$ cat config.mk
export PLATFORM = sky130hd
export DESIGN_NAME = quoted_string_unescaper_unit
export DESIGN_NICKNAME = d
export VERILOG_FILES = /design/src/hdl/qsu_pkg.sv /design/src/hdl/qsu_decode.sv /design/src/hdl/qsu_out_fifo.sv /design/src/hdl/quoted_string_unescaper_unit.sv
export SDC_FILE = /design/constraint.sdc
export NUM_CORES = 1
export LEC_CHECK = 0
export BUFFER_PORTS_ARGS = -buffer_cell sky130_fd_sc_hd__buf_2
export CAP_MARGIN = 20
export CORE_ASPECT_RATIO = 1.4
export CORE_MARGIN = 2
export CORE_UTILIZATION = 45
export CTS_BUF_LIST = sky130_fd_sc_hd__clkbuf_16
export CTS_CLUSTER_SIZE = 40
export DETAILED_ROUTE_END_ITERATION = 8
export PLACE_DENSITY_LB_ADDON = 0.08
export SYNTH_ARGS = -nofsm -noshare
export SYNTH_HDL_FRONTEND = slang
export SYNTH_HIERARCHICAL = 1
export SYNTH_SLANG_ARGS = --single-unit
$ cat constraint.sdc
create_clock -name i_clk -period 5.9 [get_ports i_clk]
set_input_delay 1.18 -clock i_clk [delete_from_list [all_inputs] [get_ports i_clk]]
set_output_delay 1.18 -clock i_clk [all_outputs]
set_load 0.01 [all_outputs]
$ cat src/hdl/qsu_pkg.sv
// ----------------------------------------------------------------------------
// qsu_pkg: shared types for the quoted string unescaper
// Result record, per-byte decode bundle and error codes.
// ----------------------------------------------------------------------------
`default_nettype none

package qsu_pkg;

    localparam int unsigned BYTE_W  = 8;
    localparam int unsigned ERR_W   = 3;
    localparam int unsigned DEPTH   = 4;
    localparam int unsigned PTR_W   = $clog2(DEPTH);
    localparam int unsigned CNT_W   = $clog2(DEPTH + 1);

    typedef enum logic [ERR_W-1:0] {
        ERR_NONE      = 3'd0,
        ERR_OPEN      = 3'd1,
        ERR_CLOSE     = 3'd2,
        ERR_HEX       = 3'd3,
        ERR_TRUNCATED = 3'd4
    } t_err;

    typedef struct packed {
        logic [BYTE_W-1:0] out_byte;
        logic              has_byte;
        t_err              error_code;
        logic              end_of_literal;
    } t_result;

    // Results produced by one input byte: zero, one or two.
    typedef struct packed {
        logic [1:0] count;
        t_result    res0;
        t_result    res1;
    } t_dec_out;

endpackage

`default_nettype wire

$ cat src/hdl/qsu_decode.sv
// ----------------------------------------------------------------------------
// qsu_decode: escape decoder
// Holds the literal's decode state and turns one byte into up to two results.
// ----------------------------------------------------------------------------
`default_nettype none

module qsu_decode (
    input  wire logic                              i_clk,
    input  wire logic                              i_rst_n,
    input  wire logic                              i_step,
    input  wire logic [qsu_pkg::BYTE_W-1:0]        i_byte,
    input  wire logic                              i_last,
    output qsu_pkg::t_dec_out                      o_dec
);

    typedef enum logic [2:0] {
        MODE_OPEN  = 3'd0,
        MODE_BODY  = 3'd1,
        MODE_ESC   = 3'd2,
        MODE_HEX1  = 3'd3,
        MODE_HEX2  = 3'd4,
        MODE_DRAIN = 3'd5
    } t_mode;

    localparam logic [7:0] CH_DQUOTE = 8'h22;
    localparam logic [7:0] CH_SQUOTE = 8'h27;
    localparam logic [7:0] CH_BSLASH = 8'h5C;
    localparam logic [7:0] CH_X      = 8'h78;

    t_mode      r_mode, n_mode;
    logic       r_dquote, n_dquote;
    logic [7:0] r_hex, n_hex;

    logic [7:0] quote;
    logic       is_hex;
    logic [3:0] hex_digit;
    logic [7:0] hex_acc;

    function automatic qsu_pkg::t_result mk(input logic [7:0] b, input logic has,
                                            input qsu_pkg::t_err err, input logic fin);
        qsu_pkg::t_result r;
        r.out_byte       = b;
        r.has_byte       = has;
        r.error_code     = err;
        r.end_of_literal = fin;
        return r;
    endfunction

    always_comb begin
        quote = r_dquote ? CH_DQUOTE : CH_SQUOTE;
        is_hex    = 1'b1;
        hex_digit = 4'd0;
        if (i_byte >= 8'h30 && i_byte <= 8'h39) begin
            hex_digit = i_byte[3:0];
        end else if ((i_byte >= 8'h61 && i_byte <= 8'h66) ||
                     (i_byte >= 8'h41 && i_byte <= 8'h46)) begin
            hex_digit = i_byte[3:0] + 4'd9;
        end else begin
            is_hex = 1'b0;
        end
        hex_acc = {r_hex[3:0], hex_digit};
    end

    always_comb begin
        n_mode   = r_mode;
        n_dquote = r_dquote;
        n_hex    = r_hex;
        o_dec.count = 2'd0;
        o_dec.res0  = mk(8'h00, 1'b0, qsu_pkg::ERR_NONE, 1'b0);
        o_dec.res1  = mk(8'h00, 1'b0, qsu_pkg::ERR_NONE, 1'b0);
        unique case (r_mode)
            MODE_OPEN: begin
                if (i_byte != CH_DQUOTE && i_byte != CH_SQUOTE) begin
                    o_dec.count = 2'd1;
                    o_dec.res0  = mk(8'h00, 1'b0, qsu_pkg::ERR_OPEN, i_last);
                    n_mode      = i_last ? MODE_OPEN : MODE_DRAIN;
                end else if (i_last) begin
                    o_dec.count = 2'd1;
                    o_dec.res0  = mk(8'h00, 1'b0, qsu_pkg::ERR_CLOSE, 1'b1);
                end else begin
                    n_dquote = (i_byte == CH_DQUOTE);
                    n_mode   = MODE_BODY;
                end
            end
            MODE_BODY: begin
                if (i_last) begin
                    o_dec.count = 2'd1;
                    o_dec.res0  = mk(8'h00, 1'b0,
                                     (i_byte == quote) ? qsu_pkg::ERR_NONE
                                                       : qsu_pkg::ERR_CLOSE, 1'b1);
                    n_mode      = MODE_OPEN;
                end else if (i_byte == CH_BSLASH) begin
                    n_mode = MODE_ESC;
                end else begin
                    o_dec.count = 2'd1;
                    o_dec.res0  = mk(i_byte, 1'b1, qsu_pkg::ERR_NONE, 1'b0);
                end
            end
            MODE_ESC: begin
                if (i_last) begin
                    o_dec.count = 2'd1;
                    o_dec.res0  = mk(8'h00, 1'b0, qsu_pkg::ERR_TRUNCATED, 1'b1);
                    n_mode      = MODE_OPEN;
                end else begin
                    n_mode      = MODE_BODY;
                    o_dec.count = 2'd1;
                    unique case (i_byte)
                        8'h61:     o_dec.res0 = mk(8'h07, 1'b1, qsu_pkg::ERR_NONE, 1'b0);
                        8'h62:     o_dec.res0 = mk(8'h08, 1'b1, qsu_pkg::ERR_NONE, 1'b0);
                        8'h74:     o_dec.res0 = mk(8'h09, 1'b1, qsu_pkg::ERR_NONE, 1'b0);
                        8'h6E:     o_dec.res0 = mk(8'h0A, 1'b1, qsu_pkg::ERR_NONE, 1'b0);
                        8'h76:     o_dec.res0 = mk(8'h0B, 1'b1, qsu_pkg::ERR_NONE, 1'b0);
                        8'h66:     o_dec.res0 = mk(8'h0C, 1'b1, qsu_pkg::ERR_NONE, 1'b0);
                        8'h72:     o_dec.res0 = mk(8'h0D, 1'b1, qsu_pkg::ERR_NONE, 1'b0);
                        CH_BSLASH: o_dec.res0 = mk(CH_BSLASH, 1'b1, qsu_pkg::ERR_NONE, 1'b0);
                        CH_X: begin
                            o_dec.count = 2'd0;
                            n_hex       = 8'h00;
                            n_mode      = MODE_HEX1;
                        end
                        default: begin
                            // unknown escape: keep the backslash, then the byte
                            o_dec.count = 2'd2;
                            o_dec.res0  = mk(CH_BSLASH, 1'b1, qsu_pkg::ERR_NONE, 1'b0);
                            o_dec.res1  = mk(i_byte, 1'b1, qsu_pkg::ERR_NONE, 1'b0);
                        end
                    endcase
                end
            end
            MODE_HEX1, MODE_HEX2: begin
                if (i_last) begin
                    o_dec.count = 2'd1;
                    o_dec.res0  = mk(8'h00, 1'b0, qsu_pkg::ERR_TRUNCATED, 1'b1);
                    n_mode      = MODE_OPEN;
                end else if (!is_hex) begin
                    o_dec.count = 2'd1;
                    o_dec.res0  = mk(8'h00, 1'b0, qsu_pkg::ERR_HEX, 1'b0);
                    n_mode      = MODE_DRAIN;
                end else begin
                    n_hex = hex_acc;
                    if (r_mode == MODE_HEX1) begin
                        n_mode = MODE_HEX2;
                    end else begin
                        o_dec.count = 2'd1;
                        o_dec.res0  = mk(hex_acc, 1'b1, qsu_pkg::ERR_NONE, 1'b0);
                        n_mode      = MODE_BODY;
                    end
                end
            end
            default: begin
                // drop bytes until the literal ends
                if (i_last) begin
                    o_dec.count = 2'd1;
                    o_dec.res0  = mk(8'h00, 1'b0, qsu_pkg::ERR_NONE, 1'b1);
                    n_mode      = MODE_OPEN;
                end
            end
        endcase
    end

    always_ff @(posedge i_clk) begin
        if (!i_rst_n) begin
            r_mode   <= MODE_OPEN;
            r_dquote <= 1'b0;
            r_hex    <= 8'h00;
        end else if (i_step) begin
            r_mode   <= n_mode;
            r_dquote <= n_dquote;
            r_hex    <= n_hex;
        end
    end

endmodule

`default_nettype wire

$ cat src/hdl/qsu_out_fifo.sv
// ----------------------------------------------------------------------------
// qsu_out_fifo: result queue
// Takes up to two results per cycle, hands out one per request.
// ----------------------------------------------------------------------------
`default_nettype none

module qsu_out_fifo (
    input  wire logic                 i_clk,
    input  wire logic                 i_rst_n,
    input  wire logic                 i_push,
    input  qsu_pkg::t_dec_out         i_dec,
    output logic                      o_room,
    output logic                      o_valid,
    input  wire logic                 i_ready,
    output qsu_pkg::t_result          o_res
);

    qsu_pkg::t_result                 r_mem [qsu_pkg::DEPTH];
    logic [qsu_pkg::PTR_W-1:0]        r_wr_ptr, n_wr_ptr;
    logic [qsu_pkg::PTR_W-1:0]        r_rd_ptr, n_rd_ptr;
    logic [qsu_pkg::CNT_W-1:0]        r_count, n_count;
    logic [1:0]                       push_n;
    logic                             pop;

    assign o_room  = (r_count <= qsu_pkg::CNT_W'(qsu_pkg::DEPTH - 2));
    assign o_valid = (r_count != '0);
    assign o_res   = r_mem[r_rd_ptr];
    assign pop     = o_valid && i_ready;
    assign push_n  = i_push ? i_dec.count : 2'd0;

    always_comb begin
        n_wr_ptr = r_wr_ptr + qsu_pkg::PTR_W'(push_n);
        n_rd_ptr = r_rd_ptr + qsu_pkg::PTR_W'(pop);
        n_count  = r_count + qsu_pkg::CNT_W'(push_n) - qsu_pkg::CNT_W'(pop);
    end

    always_ff @(posedge i_clk) begin
        if (push_n != 2'd0) begin
            r_mem[r_wr_ptr] <= i_dec.res0;
        end
        if (push_n == 2'd2) begin
            r_mem[r_wr_ptr + qsu_pkg::PTR_W'(1)] <= i_dec.res1;
        end
    end

    always_ff @(posedge i_clk) begin
        if (!i_rst_n) begin
            r_wr_ptr <= '0;
            r_rd_ptr <= '0;
            r_count  <= '0;
        end else begin
            r_wr_ptr <= n_wr_ptr;
            r_rd_ptr <= n_rd_ptr;
            r_count  <= n_count;
        end
    end

endmodule

`default_nettype wire

$ cat src/hdl/quoted_string_unescaper_unit.sv
// ----------------------------------------------------------------------------
// quoted_string_unescaper_unit: quoted literal escape decoder
// Input register, escape decoder and a four-entry result queue.
// ----------------------------------------------------------------------------
// Feed the literal one byte per request, opening quote first, closing quote
// with tlast. The unit accepts one byte per cycle while the result queue
// has room; a byte is held in the input register, then its results go
// into the result queue that feeds the output port. Each byte yields zero,
// one or two results, and the output port hands out one result per cycle
// while tready is high, so an unknown escape (backslash plus copied byte)
// yields two results; input stalls only when the four-entry result queue
// cannot take two more results. Errors: 1 bad opening quote, 2 closing mismatch,
// 3 bad hex digit, 4 escape cut short; after error 1 or 3 bytes are dropped until tlast.
`default_nettype none

module quoted_string_unescaper_unit (
    input  wire logic        i_clk,
    input  wire logic        i_rst_n,
    input  wire logic        i_s_tvalid,
    output logic             o_s_tready,
    input  wire logic [7:0]  i_s_tdata,   // [7:0] in_byte
    input  wire logic        i_s_tlast,   // in_last
    output logic             o_m_tvalid,
    input  wire logic        i_m_tready,
    output logic [15:0]      o_m_tdata,   // [7:0] out_byte, [10:8] error_code, rest 0
    output logic             o_m_tuser,   // has_byte
    output logic             o_m_tlast    // end_of_literal
);

    logic                          r_in_valid;
    logic [qsu_pkg::BYTE_W-1:0]    r_in_byte;
    logic                          r_in_last;
    logic                          room;
    logic                          step;
    qsu_pkg::t_dec_out             dec;
    qsu_pkg::t_result              res;

    assign step       = r_in_valid && room;
    assign o_s_tready = !r_in_valid || room;

    always_ff @(posedge i_clk) begin
        if (!i_rst_n) begin
            r_in_valid <= 1'b0;
        end else if (o_s_tready) begin
            r_in_valid <= i_s_tvalid;
        end
    end

    always_ff @(posedge i_clk) begin
        if (o_s_tready && i_s_tvalid) begin
            r_in_byte <= i_s_tdata;
            r_in_last <= i_s_tlast;
        end
    end

    qsu_decode u_decode (
        .i_clk   (i_clk),
        .i_rst_n (i_rst_n),
        .i_step  (step),
        .i_byte  (r_in_byte),
        .i_last  (r_in_last),
        .o_dec   (dec)
    );

    qsu_out_fifo u_out_fifo (
        .i_clk   (i_clk),
        .i_rst_n (i_rst_n),
        .i_push  (step),
        .i_dec   (dec),
        .o_room  (room),
        .o_valid (o_m_tvalid),
        .i_ready (i_m_tready),
        .o_res   (res)
    );

    assign o_m_tdata = {5'd0, res.error_code, res.out_byte};
    assign o_m_tuser = res.has_byte;
    assign o_m_tlast = res.end_of_literal;

endmodule

`default_nettype wire
Word-level counts from Yosys, hierarchy flattened

Memory sizes are Yosys's and may differ from the RTL's. A register that Yosys moved wholly into a read port is not among the register bits.
Index checks and enable logic that the tools add are counted.

Bits in registers: 25
Bits in latches: 0
Memory bits (writable): 52
Memory bits (read-only): 0
Output and inout bits: 20
Word-level logic and storage cells: 114
Memories kept: 1

$add $sub $neg: 6
$mul: 0
Divide/modulo/power cells: 0
Magnitude comparators: 7
Equal/unequal tests: 24
Shift operators: 0
Mux-type cells: 44
Bitwise gates (word level): 2
Reductions and logical operators: 21

Memory list:

| memory           | words | width | rd ports | clocked after Yosys merged registers in | wr ports | RTL line           | text |
|---|---|---|---|---|---|---|---|
| u_out_fifo.r_mem | 4     | 13    | 1        | 1                                       | 2        | qsu_out_fifo.sv:18 | `qsu_pkg::t_result r_mem [qsu_pkg::DEPTH];` |

Operators by type and width:

| kind                                                                                 | count |
|---|---|
| 12-bit one-hot mux with 8 select lines                                               | 1 |
| 15-bit two-way mux                                                                   | 5 |
| 8-bit by 7-bit equality test with 1-bit output (second input constant)               | 9 |
| 15-bit one-hot mux with 4 select lines                                               | 1 |
| 14-bit two-way mux                                                                   | 4 |
| 13-bit two-way mux                                                                   | 3 |
| 3-bit two-way mux                                                                    | 11 |
| 4-bit two-way mux                                                                    | 6 |
| 8-bit by 7-bit greater-or-equal comparator with 1-bit output (second input constant) | 2 |
| 8-bit by 7-bit less-or-equal comparator with 1-bit output (second input constant)    | 2 |
| 8-bit by 6-bit inequality test with 1-bit output (second input constant)             | 2 |
| 3-bit one-hot mux with 4 select lines                                                | 1 |
| 9-bit OR reduction                                                                   | 1 |
| 8-bit by 6-bit equality test with 1-bit output (second input constant)               | 1 |
| 8-bit equality test                                                                  | 1 |
| 8-bit by 6-bit greater-or-equal comparator with 1-bit output (second input constant) | 1 |
| 8-bit by 6-bit less-or-equal comparator with 1-bit output (second input constant)    | 1 |
| 2-bit two-way mux                                                                    | 4 |
| 4-bit one-hot mux with 2 select lines                                                | 1 |
| 4-bit AND reduction                                                                  | 2 |
| 8-bit OR reduction                                                                   | 1 |
| 1-bit logical AND                                                                    | 7 |
| 3-bit by 2-bit equality test with 1-bit output (second input constant)               | 2 |
| 1-bit two-way mux                                                                    | 6 |
| other kinds (23)                                                                     | 29 |

Logic depth before layout (Yosys ltp)

Gate-level depths: netlist (run 1).

Depth in word-level cells: 13
Gate-level depth with buffers: 16
Mapped depth without buffers: 16

By module

The synthesis (run 1) kept the hierarchy.

Modules (own cells, without submodules):

| module                       | instances | cells an instance | area an instance (um^2) | seq. area each (um^2) |
|---|---|---|---|---|
| qsu_out_fifo                 | 1         | 181               | 3004.1                  | 1701.6 |
| qsu_decode                   | 1         | 196               | 1311.3                  | 160.2 |
| quoted_string_unescaper_unit | 1         | 21                | 376.6                   | 290.3 |

Least setup slack after synthesis (run 1)

No wires, ideal clock.

Path kind: flip-flop to flip-flop
Start point: reg r_in_byte[0] (netlist name)
End point: mem u_out_fifo/r_mem[1][10] (netlist name), data pin
Data arrival time: 3.101 ns
Data required time: 5.640 ns
Setup slack: 2.539 ns
Cell stages (with the launch flop): 13
Period minus slack after synthesis: 3.361 ns
Cell sequence: edfxtp_1 > inv_1 > ha_1 > nor2b_1 > o311ai_0 > o21ai_0 > o311ai_0 > nand2_1 > nand3b_2 > or3_1 > buf_6 > buf_12 > mux2_4

RTL lines:

| what                   | RTL line                           | text |
|---|---|---|
| start, declared        | quoted_string_unescaper_unit.sv:31 | `logic [qsu_pkg::BYTE_W-1:0] r_in_byte;` |
| start signal, assigned | quoted_string_unescaper_unit.sv:51 | `r_in_byte <= i_s_tdata;` |
| end, declared          | qsu_out_fifo.sv:18                 |  |

==> results of run 1 <==
==> cell type report <==
cell class / count / share of cell area [%]
Tap cell: 138 / 3.33
Sequential cell: 77 / 41.5
Clock buffer: 9 / 4.34
Multi-Input combinational cell: 287 / 45.0
Timing Repair Buffer: 33 / 3.86
Clock inverter: 7 / 1.25
Inverter: 10 / 0.724
==> state kept, by name (all words and copies together) (netlist names), 2 cells and up <==
register,cells
u_out_fifo/r_wr_ptr,2
u_decode/r_mode,3
u_out_fifo/r_mem,52
u_decode/r_hex,4
u_out_fifo/r_count,3
u_out_fifo/r_rd_ptr,2
r_in_byte,8
==> worst max path at each step <==
stage / to / slack, ns / depth (start not counted)
global placement: u_out_fifo/r_mem[1][7]$_DFFE_PP_ / 1.79 / 10
CTS: u_out_fifo/r_mem[1][11]$_DFFE_PP_ / 1.69 / 10
floorplan: u_out_fifo/r_mem[1][10]$_DFFE_PP_ / 2.54 / 12
detailed placement: u_out_fifo/r_mem[1][4]$_DFFE_PP_ / 1.71 / 10
global route: u_out_fifo/r_mem[1][5]$_DFFE_PP_ / 1.38 / 10
finish: u_out_fifo/r_mem[1][9]$_DFFE_PP_ / 1.64 / 10
==> routing by layer <==
layer  GRT usage [%]  up-vias  routed length [microns]
met5               0        -                        0
met4            6.24        0                      153
met3            3.39       10                      394
met2            35.1       83                     5670
met1            23.5     1561                     4380
li1                -     1534                        -
==> cells in the final DEF (no fill, tap or decap), drive strengths merged, types with 2 or more instances in the layout <==
cell / synthesis / final
nand2b: 9 / 9
nor2b: 6 / 6
nand4: 3 / 3
ha: 7 / 7
a21o: 3 / 3
edfxtp: 61 / 61
nand3: 11 / 11
clkbuf: 9 / 9
o31ai: 2 / 2
nand3b: 2 / 2
a311oi: 2 / 2
o2bb2ai: 4 / 4
nor3b: 3 / 3
inv: 10 / 12
o21a: 2 / 2
nor4b: 2 / 2
xnor2: 6 / 6
o211ai: 3 / 3
nor4: 5 / 5
nand4b: 3 / 3
and3: 3 / 3
or3: 3 / 3
nor2: 26 / 26
a21oi: 16 / 16
mux2: 53 / 53
clkinv: 0 / 4
and2: 15 / 15
nand2: 24 / 24
a221o: 2 / 2
nor3: 6 / 6
a211o: 3 / 3
o21ai: 17 / 17
dfxtp: 16 / 16
mux2i: 3 / 3
o311ai: 3 / 3
buf: 22 / 33
mux4: 13 / 13
conb: 2 / 9
a22o: 2 / 2
==> logic make-up after synthesis <==
family | Yosys count | synth area share [%]
buffers and inverters | 41 | 4.96
other | 2 | 0.160
DFF | 77 | 45.9
xor gates and xnor gates | 7 | 1.31
AOI/OAI and AO/OA | 70 | 10.3
and+or+nand+nor | 124 | 14.7
adders and majority gates | 8 | 2.29
muxes | 69 | 20.4
==> power breakdown <==
part / leakage, nW / internal [mW] / total, mW / switching, mW
logic: 1.08 / 0.242 / 0.462 / 0.221
clock network: 0.148 / 0.325 / 0.543 / 0.218
registers: 0.700 / 0.648 / 0.711 / 0.0631
total: 1.93 / 1.22 / 1.72 / 0.502
==> stage by stage <==
step | area (sq um) | utilization [%] | setup slack, ns
3_3_place_gp | 4870 | 47.5 | 1.79
2_1_floorplan | 4720 | - | 2.54
5_1_grt | 5190 | 50.6 | 1.38
4_1_cts | 5160 | 50.4 | 1.69
3_5_place_dp | 4870 | 47.5 | 1.71
6_report | 5190 | 50.6 | 1.64
==> worst max-delay path: cells and delay by family (launching register included) <==
kind                       cells  cell delay [ns]
and+or+nand+nor                4             1.42
adders and majority gates      1             0.32
buffers and inverters          1             0.17
DFF                            1             0.48
muxes                          1             0.42
AOI/OAI and AO/OA              3             1.20
==> qor.yml, run 1 <==
period_share_pct: 72.3
fmax_mhz: 235
ctsResizeCount: 0
synth_top_area_share_pct: 39.0
synthArstFlopShare_pct: 0
clk_latency_ns: 0.33
synthFlopType: "edfxtp_1"
cts.clk_slew.worst_paths_ns: 0.06
track_usage_pct: 19.5
maxCapViolCount: 0
tightest_slew_ns: 0.822
synth_edf_count: 61
whs_ns: 0.474
fill_cells: 951
rsz0062_at_grt: "no"
cp_slowest_cell: "or3_1"
synth.area.top_cells: "edfxtp_1 (39%), mux2_2 (10%), dfxtp_1 (6.8%), mux4_2 (6.2%), mux2_4 (3.2%)"
drtPass1Iterations: 5
coreArea_sq_um: 10200
yosysWarnings: 6
path_class: "reg -> reg"
grt_pass1_vias: 3189
cp.required_ns: 5.97
status: "completed"
drc: 0
cts_made_buffers: 9
drive_gt1_share_pct: 28.6
netlist_top_cells_count: "edfxtp_1 (61), mux2_2 (43), nor2_1 (26)"
arrival_ns: 4.34
drt-total-wl_microns: 10600
hold_viol: 0
dieArea_sq_um: 11300
dieHeight_microns: 125
n_antenna_cell: 0
cts_hold_buf: 0
finalCriticalPeriod_ns: 4.26
syn_area_per_cell_sq_um: 11.8
dieWidth_microns: 90.3
hpwl_microns: 7440
viasPerCell: 5.68
io_pins: 33
critical_path.max_fanout: 13
path_cells: "inv_1, ha_1, nor2b_1, o311ai_0, o21ai_0, o311ai_0, nand2_1, nand3b_2, or3_1, mux2_4"
grt_pass1_wl_microns: 17000
power.leakage_nw: 1.93
routedWlPerCell_microns: 18.9
cts_buffer_depth: 2
postCtsSetupBuffers: 0
multi_input_area_sq_um: 2330
gp_congestion: 0.944
worst_hold_path.endpoint: "u_decode/r_hex[3]$_SDFFE_PN0P_"
drtIter0Drc: 158
fin_cells: 561
grt_max_degree: 23
power_mw: 1.72
yosysSeqAreaShare_pct: 45.9
r2r_start: "r_in_byte[0]$_DFFE_PP_"
crit_top_cell: "o311ai_0"
holdPathStages: 1
worst_path_largest_cell_delay_ns: 0.68
seq_area_sq_um: 2150
ys_ff_latch: 77
slew_headroom_pct: 44.7
hold_path.class: "reg -> reg"
power_density_nw_per_um2: 331
nNetsFinal: 439
syn-cell-area_sq_um: 4690
grt_overflow: 0
syn_to_final_growth_pct: 10.5
syn_inst: 398
antenna_found_initial: 0
start_util_pct: 45.8
cp-end-kind: "register"
port_buffers: 27
peakVddDrop_uv: 156
critPathLaunch: "r_in_byte[0]$_DFFE_PP_"
cts_root_buf: "clkbuf_16"
r2r_slack_ns: 1.64
ant_nets: 0
synth_most_common_cell: "edfxtp_1"
cts_sinks: 77
vias: 3188
synth.largest_area_cell: "edfxtp_1"
final-setup-viol-count: 0
r2r-end: "u_out_fifo/r_mem[1][9]$_DFFE_PP_"
cts_max_level: 3
drv_slew: 0
finClkSkew_ns: 0.00551
worst_r2r_path_depth: 10
tritoncts: "built"
tns_ns: 0
min_from: "u_decode/r_hex[3]$_SDFFE_PN0P_"
rows: 44
synth.distinct_cells: 66
worstSetupStartpointType: "register"
dp_cells: 544
Power figures use the tool's default switching activity.
==> inputs of run 2 (changes only) <==
Clock period 5.9 ns to 3.9 ns, I/O delays scaled along.
==> qor.yml, run 2 (synthesized netlist as in run 1, its figures left out) <==
drc: 0  # unchanged
tightest_slew_ns: 0.816  # -0.00548 ns
power_density_nw_per_um2: 498  # +50%
io_pins: 33  # unchanged
drtPass1Iterations: 4  # -1
cts_sinks: 77  # unchanged
drive_gt1_share_pct: 31.7  # +3.1 points
grt_pass1_vias: 3371  # +5.7%
switchingPower_mw: 0.777  # +55%
final-setup-viol-count: 0  # unchanged
crit_top_cell: "nand2_1"
dieHeight_microns: 125  # unchanged
rsz0062_at_grt: "no"
r2r_start: "r_in_byte[1]$_DFFE_PP_"
worstPathBufferInverterCount: 2  # +1
final_common_cell: "edfxtp_1"
cts_buffer_depth: 2  # unchanged
pwr-share-clk_pct: 33.5  # +1.9 points
finalCriticalPeriod_ns: 3.60  # -0.659 ns
power.leakage_nw: 2.05  # +6.1%
peakVddDrop_uv: 222  # +42%
cts_made_buffers: 9  # unchanged
ctsResizeCount: 0  # unchanged
dp_cells: 564  # +3.7%
largest_reg_flops: 52  # unchanged
cts_max_level: 3  # unchanged
path_class: "reg -> reg"
grt_overflow: 0  # unchanged
maxCapViolCount: 0  # unchanged
critical_path.max_fanout: 9  # -4
period_share_pct: 92.4  # +20 points
ant_nets: 0  # unchanged
drtIter0Drc: 136  # -14%
tns_ns: 0  # unchanged
fin_cells: 580  # +3.4%
vias: 3240  # +1.6%
worst_path_largest_cell_delay_ns: 0.51  # -0.17 ns
top_register: "u_out_fifo/r_mem"
track_usage_pct: 20.6  # +1.1 points
grt_max_degree: 17  # -26%
highest_layer: "met4"
finClkSkew_ns: 0.00855  # +0.00304 ns
r2r_slack_ns: 0.30  # -1.34 ns
port_buffers: 27  # unchanged
layout_common_cells: "edfxtp_1 (61), mux2_2 (43), buf_2 (27)"
routedWlPerCell_microns: 18.6  # -1.7%
n_antenna_cell: 0  # unchanged
critPathLaunch: "r_in_byte[1]$_DFFE_PP_"
fmax_mhz: 277  # +18%
met3_length_microns: 268  # -32%
dieArea_sq_um: 11300  # unchanged
gp_congestion: 0.946  # +0.15%
path_cells: "inv_1, ha_1, nor3b_1, a211o_1, o21ai_1, o21ai_0, o311ai_0, nand2_1, buf_4, nand2_1, nand3_1, nand2_1, ha_1, fa_1, xnor2_1, xnor2_1, and2_1"
grt_pass1_wl_microns: 18000  # +5.6%
min_from: "u_decode/r_hex[3]$_SDFFE_PN0P_"
coreArea_sq_um: 10200  # unchanged
seq_power_share_pct: 38.8  # -2.6 points
postCtsSetupBuffers: 0  # unchanged
clk_latency_ns: 0.34  # about the same
hold_viol: 0  # unchanged
syn_to_final_growth_pct: 15.1
start_util_pct: 45.8  # unchanged
cp_slowest_cell: "edfxtp_1"
largestRegisters: "u_out_fifo/r_mem (52), r_in_byte (8), u_decode/r_hex (4)"
cts.clk_slew.worst_paths_ns: 0.06  # about the same
drv_slew: 0  # unchanged
switching_share_pct: 28.9  # -0.32 points
tritoncts: "built"
viasPerCell: 5.59  # -1.7%
cp.required_ns: 4.13  # -1.84 ns
power_frac_comb_pct: 27.7  # +0.8 points
cts_root_buf: "clkbuf_16"
arrival_ns: 3.83  # -0.51 ns
wl_met2_microns: 5690  # +0.42%
rows: 44  # unchanged
hold_path.class: "reg -> reg"
worstSetupStartpointType: "register"
cts_hold_buf: 0  # unchanged
final_util_pct: 52.7  # +2.1 points
drt-met1-wl_microns: 4620  # +5.6%
power.internal_mw: 1.91  # +57%
drt-total-wl_microns: 10800  # +1.6%
hpwl_microns: 7530  # +1.2%
dieWidth_microns: 90.3  # unchanged
slew_headroom_pct: 44.9  # +0.16 points
antenna_found_initial: 0  # unchanged
crit_family: "simple AND/OR/NAND/NOR gates"
status: "completed"
nNetsFinal: 458  # +4.3%
cp-end-kind: "register"
-- run 2: cell count changes in the layout (fill, tap and decap cells not counted), sizes merged --
cell      delta
clkinvlp     +1
buf         +19
clkinv       -2
bufinv       +1
-- run 2: routing by layer --
layer / vias to the layer above / GRT usage [%]
met2: 51 / 36.6
met4: 0 / 7.78
met3: 12 / 3.21
met5: - / 0
li1: 1574 / -
met1: 1603 / 24.9
-- run 2: path summary, 6_finish.rpt --
path,to,depth (start not counted)
setup / recovery,u_out_fifo/r_count[2]$_SDFF_PN0_,17
hold / removal,u_decode/r_hex[3]$_SDFFE_PN0P_,1
setup reg to reg,u_out_fifo/r_count[2]$_SDFF_PN0_,17
hold reg to reg,u_decode/r_hex[3]$_SDFFE_PN0P_,1
-- run 2: worst register-to-register path: stages, from the launching register on --
cell      delay (ns)
edfxtp_1        0.51
inv_1           0.18
ha_1            0.30
nor3b_1         0.38
a211o_1         0.18
o21ai_1         0.08
o21ai_0         0.17
o311ai_0        0.16
nand2_1         0.14
buf_4           0.15
nand2_1         0.06
nand3_1         0.14
nand2_1         0.07
ha_1            0.19
fa_1            0.38
xnor2_1         0.15
xnor2_1         0.12
and2_1          0.15
-- run 2: final cells by class --
class / count / area [sq um]
Clock buffer: 9 / 225
Clock inverter: 7 / 92.6
Fill cell: 930 / 4840
Inverter: 10 / 37.5
Multi-Input combinational cell: 287 / 2330
Sequential cell: 77 / 2150
Tap cell: 138 / 173
Timing Repair Buffer: 52 / 385
-- run 2: metrics by stage --
step | worst slack, ns | hold slack (ns) | instance area (sq um) | total power, mW
after global placement | 0.303 | 0.447 | 5080 | 1.81
final | 0.296 | 0.472 | 5400 | 2.69
after global routing | 0.00349 | 0.498 | 5400 | 2.83
after detailed placement | 0.295 | 0.453 | 5080 | 1.81
after CTS | 0.268 | 0.472 | 5400 | 2.72
after floorplan | 0.539 | 0.433 | 4720 | 1.60
-- run 2: power groups by stage --
stage | logic [mW] | clock network (mW) | registers [mW]
final | 0.744 | 0.901 | 1.04
after global routing | 0.829 | 0.945 | 1.05
after CTS | 0.756 | 0.919 | 1.04
after detailed placement | 0.751 | 0 | 1.06
after global placement | 0.748 | 0 | 1.06
after floorplan | 0.571 | 0 | 1.03
==> inputs of run 3 (changes only) <==
Settings changed: ABC_AREA set to 1, SYNTH_HIERARCHICAL 1 to not set.
==> qor.yml, run 3 <==
r2r_start: "r_in_byte[1]$_DFFE_PP_"
holdPathStages: 2  # +1
io_pins: 33  # unchanged
finClkSkew_ns: 0.00471  # -0.00385 ns
arrival_ns: 3.03  # -0.80 ns
cts_max_level: 3  # unchanged
stdcell_area_sq_um: 4980  # -7.7%
maxCapViolCount: 0  # unchanged
final-setup-viol-count: 0  # unchanged
start_util_pct: 45.9  # +0.052 points
netlist_top_cells_count: "nand2_1 (119), nor2_1 (77), nand3_1 (70)"
nNetsFinal: 629  # +37%
seq_power_share_pct: 39.3  # +0.5 points
yosysWarnings: 0  # -6
critical_path.max_fanout: 53  # +44
drc: 0  # unchanged
seq_area_sq_um: 1990  # -7.4%
period_share_pct: 77.7  # -15 points
antenna_found_initial: 0  # unchanged
synth.largest_area_cell: "edfxtp_1"
synthFlopType: "edfxtp_1"
syn_area_per_cell_sq_um: 7.65  # -35%
routedWlPerCell_microns: 15.0  # -19%
power.internal_mw: 1.76  # -8.0%
cts_sinks: 77  # unchanged
fmax_mhz: 330  # +19%
port_buffers: 27  # unchanged
status: "completed"
fill_cells: 955  # +2.7%
layout_common_cells: "nand2_1 (119), nor2_1 (77), nand3_1 (70)"
cts_root_buf: "clkbuf_16"
largestRegisters: "u_out_fifo.r_mem (52), r_in_byte (8), u_decode.r_hex (4)"
use_met1_pct: 26.8  # +1.9 points
power_mw: 2.69  # +0.24%
power.leakage_nw: 2.10  # +2.5%
switchingPower_mw: 0.937  # +21%
dieHeight_microns: 122  # -2.1%
synthArstFlopShare_pct: 0  # unchanged
power_density_nw_per_um2: 541  # +8.7%
syn-cell-area_sq_um: 4490  # -4.3%
tritoncts: "built"
largest_reg_flops: 52  # unchanged
tightest_slew_ns: 0.923  # +0.107 ns
synth.distinct_cells: 39  # -41%
grt_use_met2_pct: 39.6  # +2.9 points
grt_overflow: 0  # unchanged
synth_most_common_cell: "nand2_1"
ctsResizeCount: 0  # unchanged
switching_share_pct: 34.8  # +5.9 points
busiest_layer: "met2"
yosysSeqAreaShare_pct: 44.3  # -1.5 points
path_class: "reg -> reg"
hpwl_microns: 8490  # +13%
rows: 43  # -2.3%
postCtsSetupBuffers: 0  # unchanged
cts_hold_buf: 0  # unchanged
postPlaceCellArea_sq_um: 4680  # -8.0%
syn_inst: 587  # +47%
drv_slew: 0  # unchanged
cts_made_buffers: 9  # unchanged
min_from: "u_decode.r_hex[3]$_SDFFE_PN0P_"
peakVddDrop_uv: 270  # +22%
drt-total-wl_microns: 11200  # +4.2%
tns_ns: 0  # unchanged
clk_latency_ns: 0.34  # about the same
whs_ns: 0.462  # -0.00975 ns
grt_pass1_wl_microns: 18500  # +2.8%
grt_max_degree: 54  # +37
syn_to_final_growth_pct: 10.9
drtIter0Drc: 405  # +200%
cp.required_ns: 3.90  # -0.23 ns
drive_gt1_share_pct: 12.3  # -19 points
slew_headroom_pct: 38.2  # -6.7 points
rsz0062_at_grt: "no"
top_register: "u_out_fifo.r_mem"
n_antenna_cell: 0  # unchanged
viasPerCell: 5.29  # -5.3%
cts_buffer_depth: 2  # unchanged
synth_top_area_share_pct: 30.1  # -9.0 points
cts.clk_slew.worst_paths_ns: 0.06  # about the same
final_common_cell: "nand2_1"
drtPass1Iterations: 5  # +1
pwr-share-clk_pct: 31.3  # -2.2 points
hold_viol: 0  # unchanged
use_met3_pct: 4.37  # +1.2 points
dieWidth_microns: 88.4  # -2.1%
dieArea_sq_um: 10800  # -4.1%
critPathLaunch: "r_in_byte[1]$_DFFE_PP_"
grt_pass1_vias: 3774  # +12%
synth_edf_count: 45  # -26%
worst_r2r_path_depth: 13  # -4
final_util_pct: 50.9  # -1.9 points
power_frac_comb_pct: 29.3  # +1.6 points
ant_nets: 0  # unchanged
ys_ff_latch: 77  # unchanged
cp-end-kind: "register"
track_usage_pct: 22.3  # +1.7 points
finalCriticalPeriod_ns: 3.03  # -0.573 ns
vias: 3946  # +22%
hold_path.class: "reg -> reg"
coreArea_sq_um: 9790  # -4.4%
multi_input_area_sq_um: 2120  # -9.1%
synth.area.top_cells: "edfxtp_1 (30%), dfxtp_1 (14%), nand2_1 (9.9%), nand3_1 (7.8%), nor2_1 (6.4%)"
gp_congestion: 0.900  # -4.8%
worstSetupStartpointType: "register"
## run 3: changes by cell type after synthesis, sizes merged, moves of 15 or more
cell	previous run	this run
inv	10	61
nand3	11	72
edfxtp	61	45
and2	15	0
dfxtp	16	32
o22ai	1	20
o21ai	17	53
nor2	26	87
nand2	24	128
mux2	53	0
## run 3: cell families (layout without fill, tap and decap cells)
group	count (synthesis)	in the layout	synth area share, %
adder cells (fa/ha/maj)	10	10	2.95
flip-flops	77	77	44.3
XOR/XNOR	4	4	0.780
other	1	5	0.0835
buffers and inverters	88	108	8.77
AO/OA/AOI/OAI	111	111	13.6
AND/OR/NAND/NOR	296	296	29.5
## run 3: through the flow
step	std cells	worst slack, ns
after floorplan	591	1.34
after global placement	730	0.925
after detailed placement	730	0.852
after CTS	746	0.851
after global routing	746	0.442
final	746	0.870
## run 3: path summary, 6_finish.rpt
path	to	slack, ns
worst max register to register	u_out_fifo.r_mem[0][11]$_DFFE_PP_	0.87
worst min-delay path	u_decode.r_hex[3]$_SDFFE_PN0P_	0.46
worst min register to register	u_decode.r_hex[3]$_SDFFE_PN0P_	0.46
worst max-delay path	u_out_fifo.r_mem[0][11]$_DFFE_PP_	0.87
## run 3: power by group through the flow
stage	sequential, mW	clock, mW	combinational [mW]
2_1_floorplan	1.05	0	0.592
3_3_place_gp	1.08	0	0.786
3_5_place_dp	1.08	0	0.796
4_1_cts	1.06	0.859	0.798
5_1_grt	1.08	0.891	0.896
6_report	1.06	0.844	0.790
## run 3: layout make-up
type	instances	share of cell area (%)
clock buffers	11	5.53
multi-input cells	426	42.6
well taps	135	3.39
inverters	61	4.60
repair buffers	31	3.32
clock inverters	5	0.603
flip-flops and latches	77	40.0
## run 3: routing by layer
layer  part of all wire (%)  wire length [microns]  up-vias
met5                      0                      0        -
met4                    1.6                    185        0
met3                    4.8                    535       12
met2                     52                   5870      109
met1                     41                   4630     1821
li1                       -                      -     2004
## run 3: worst max-delay path, stage by stage, from the launching register on
cell and delay [ns]:
edfxtp_1 0.44, inv_1 0.15, ha_1 0.26, nor2_1 0.10, nand2_1 0.10, nand3_4 0.15
nand2_4 0.10, nand3_1 0.08, nand2_1 0.06, nand3_2 0.08, nand2_2 0.07, nand2_4 0.40
nand2_1 0.28, nand2_1 0.40
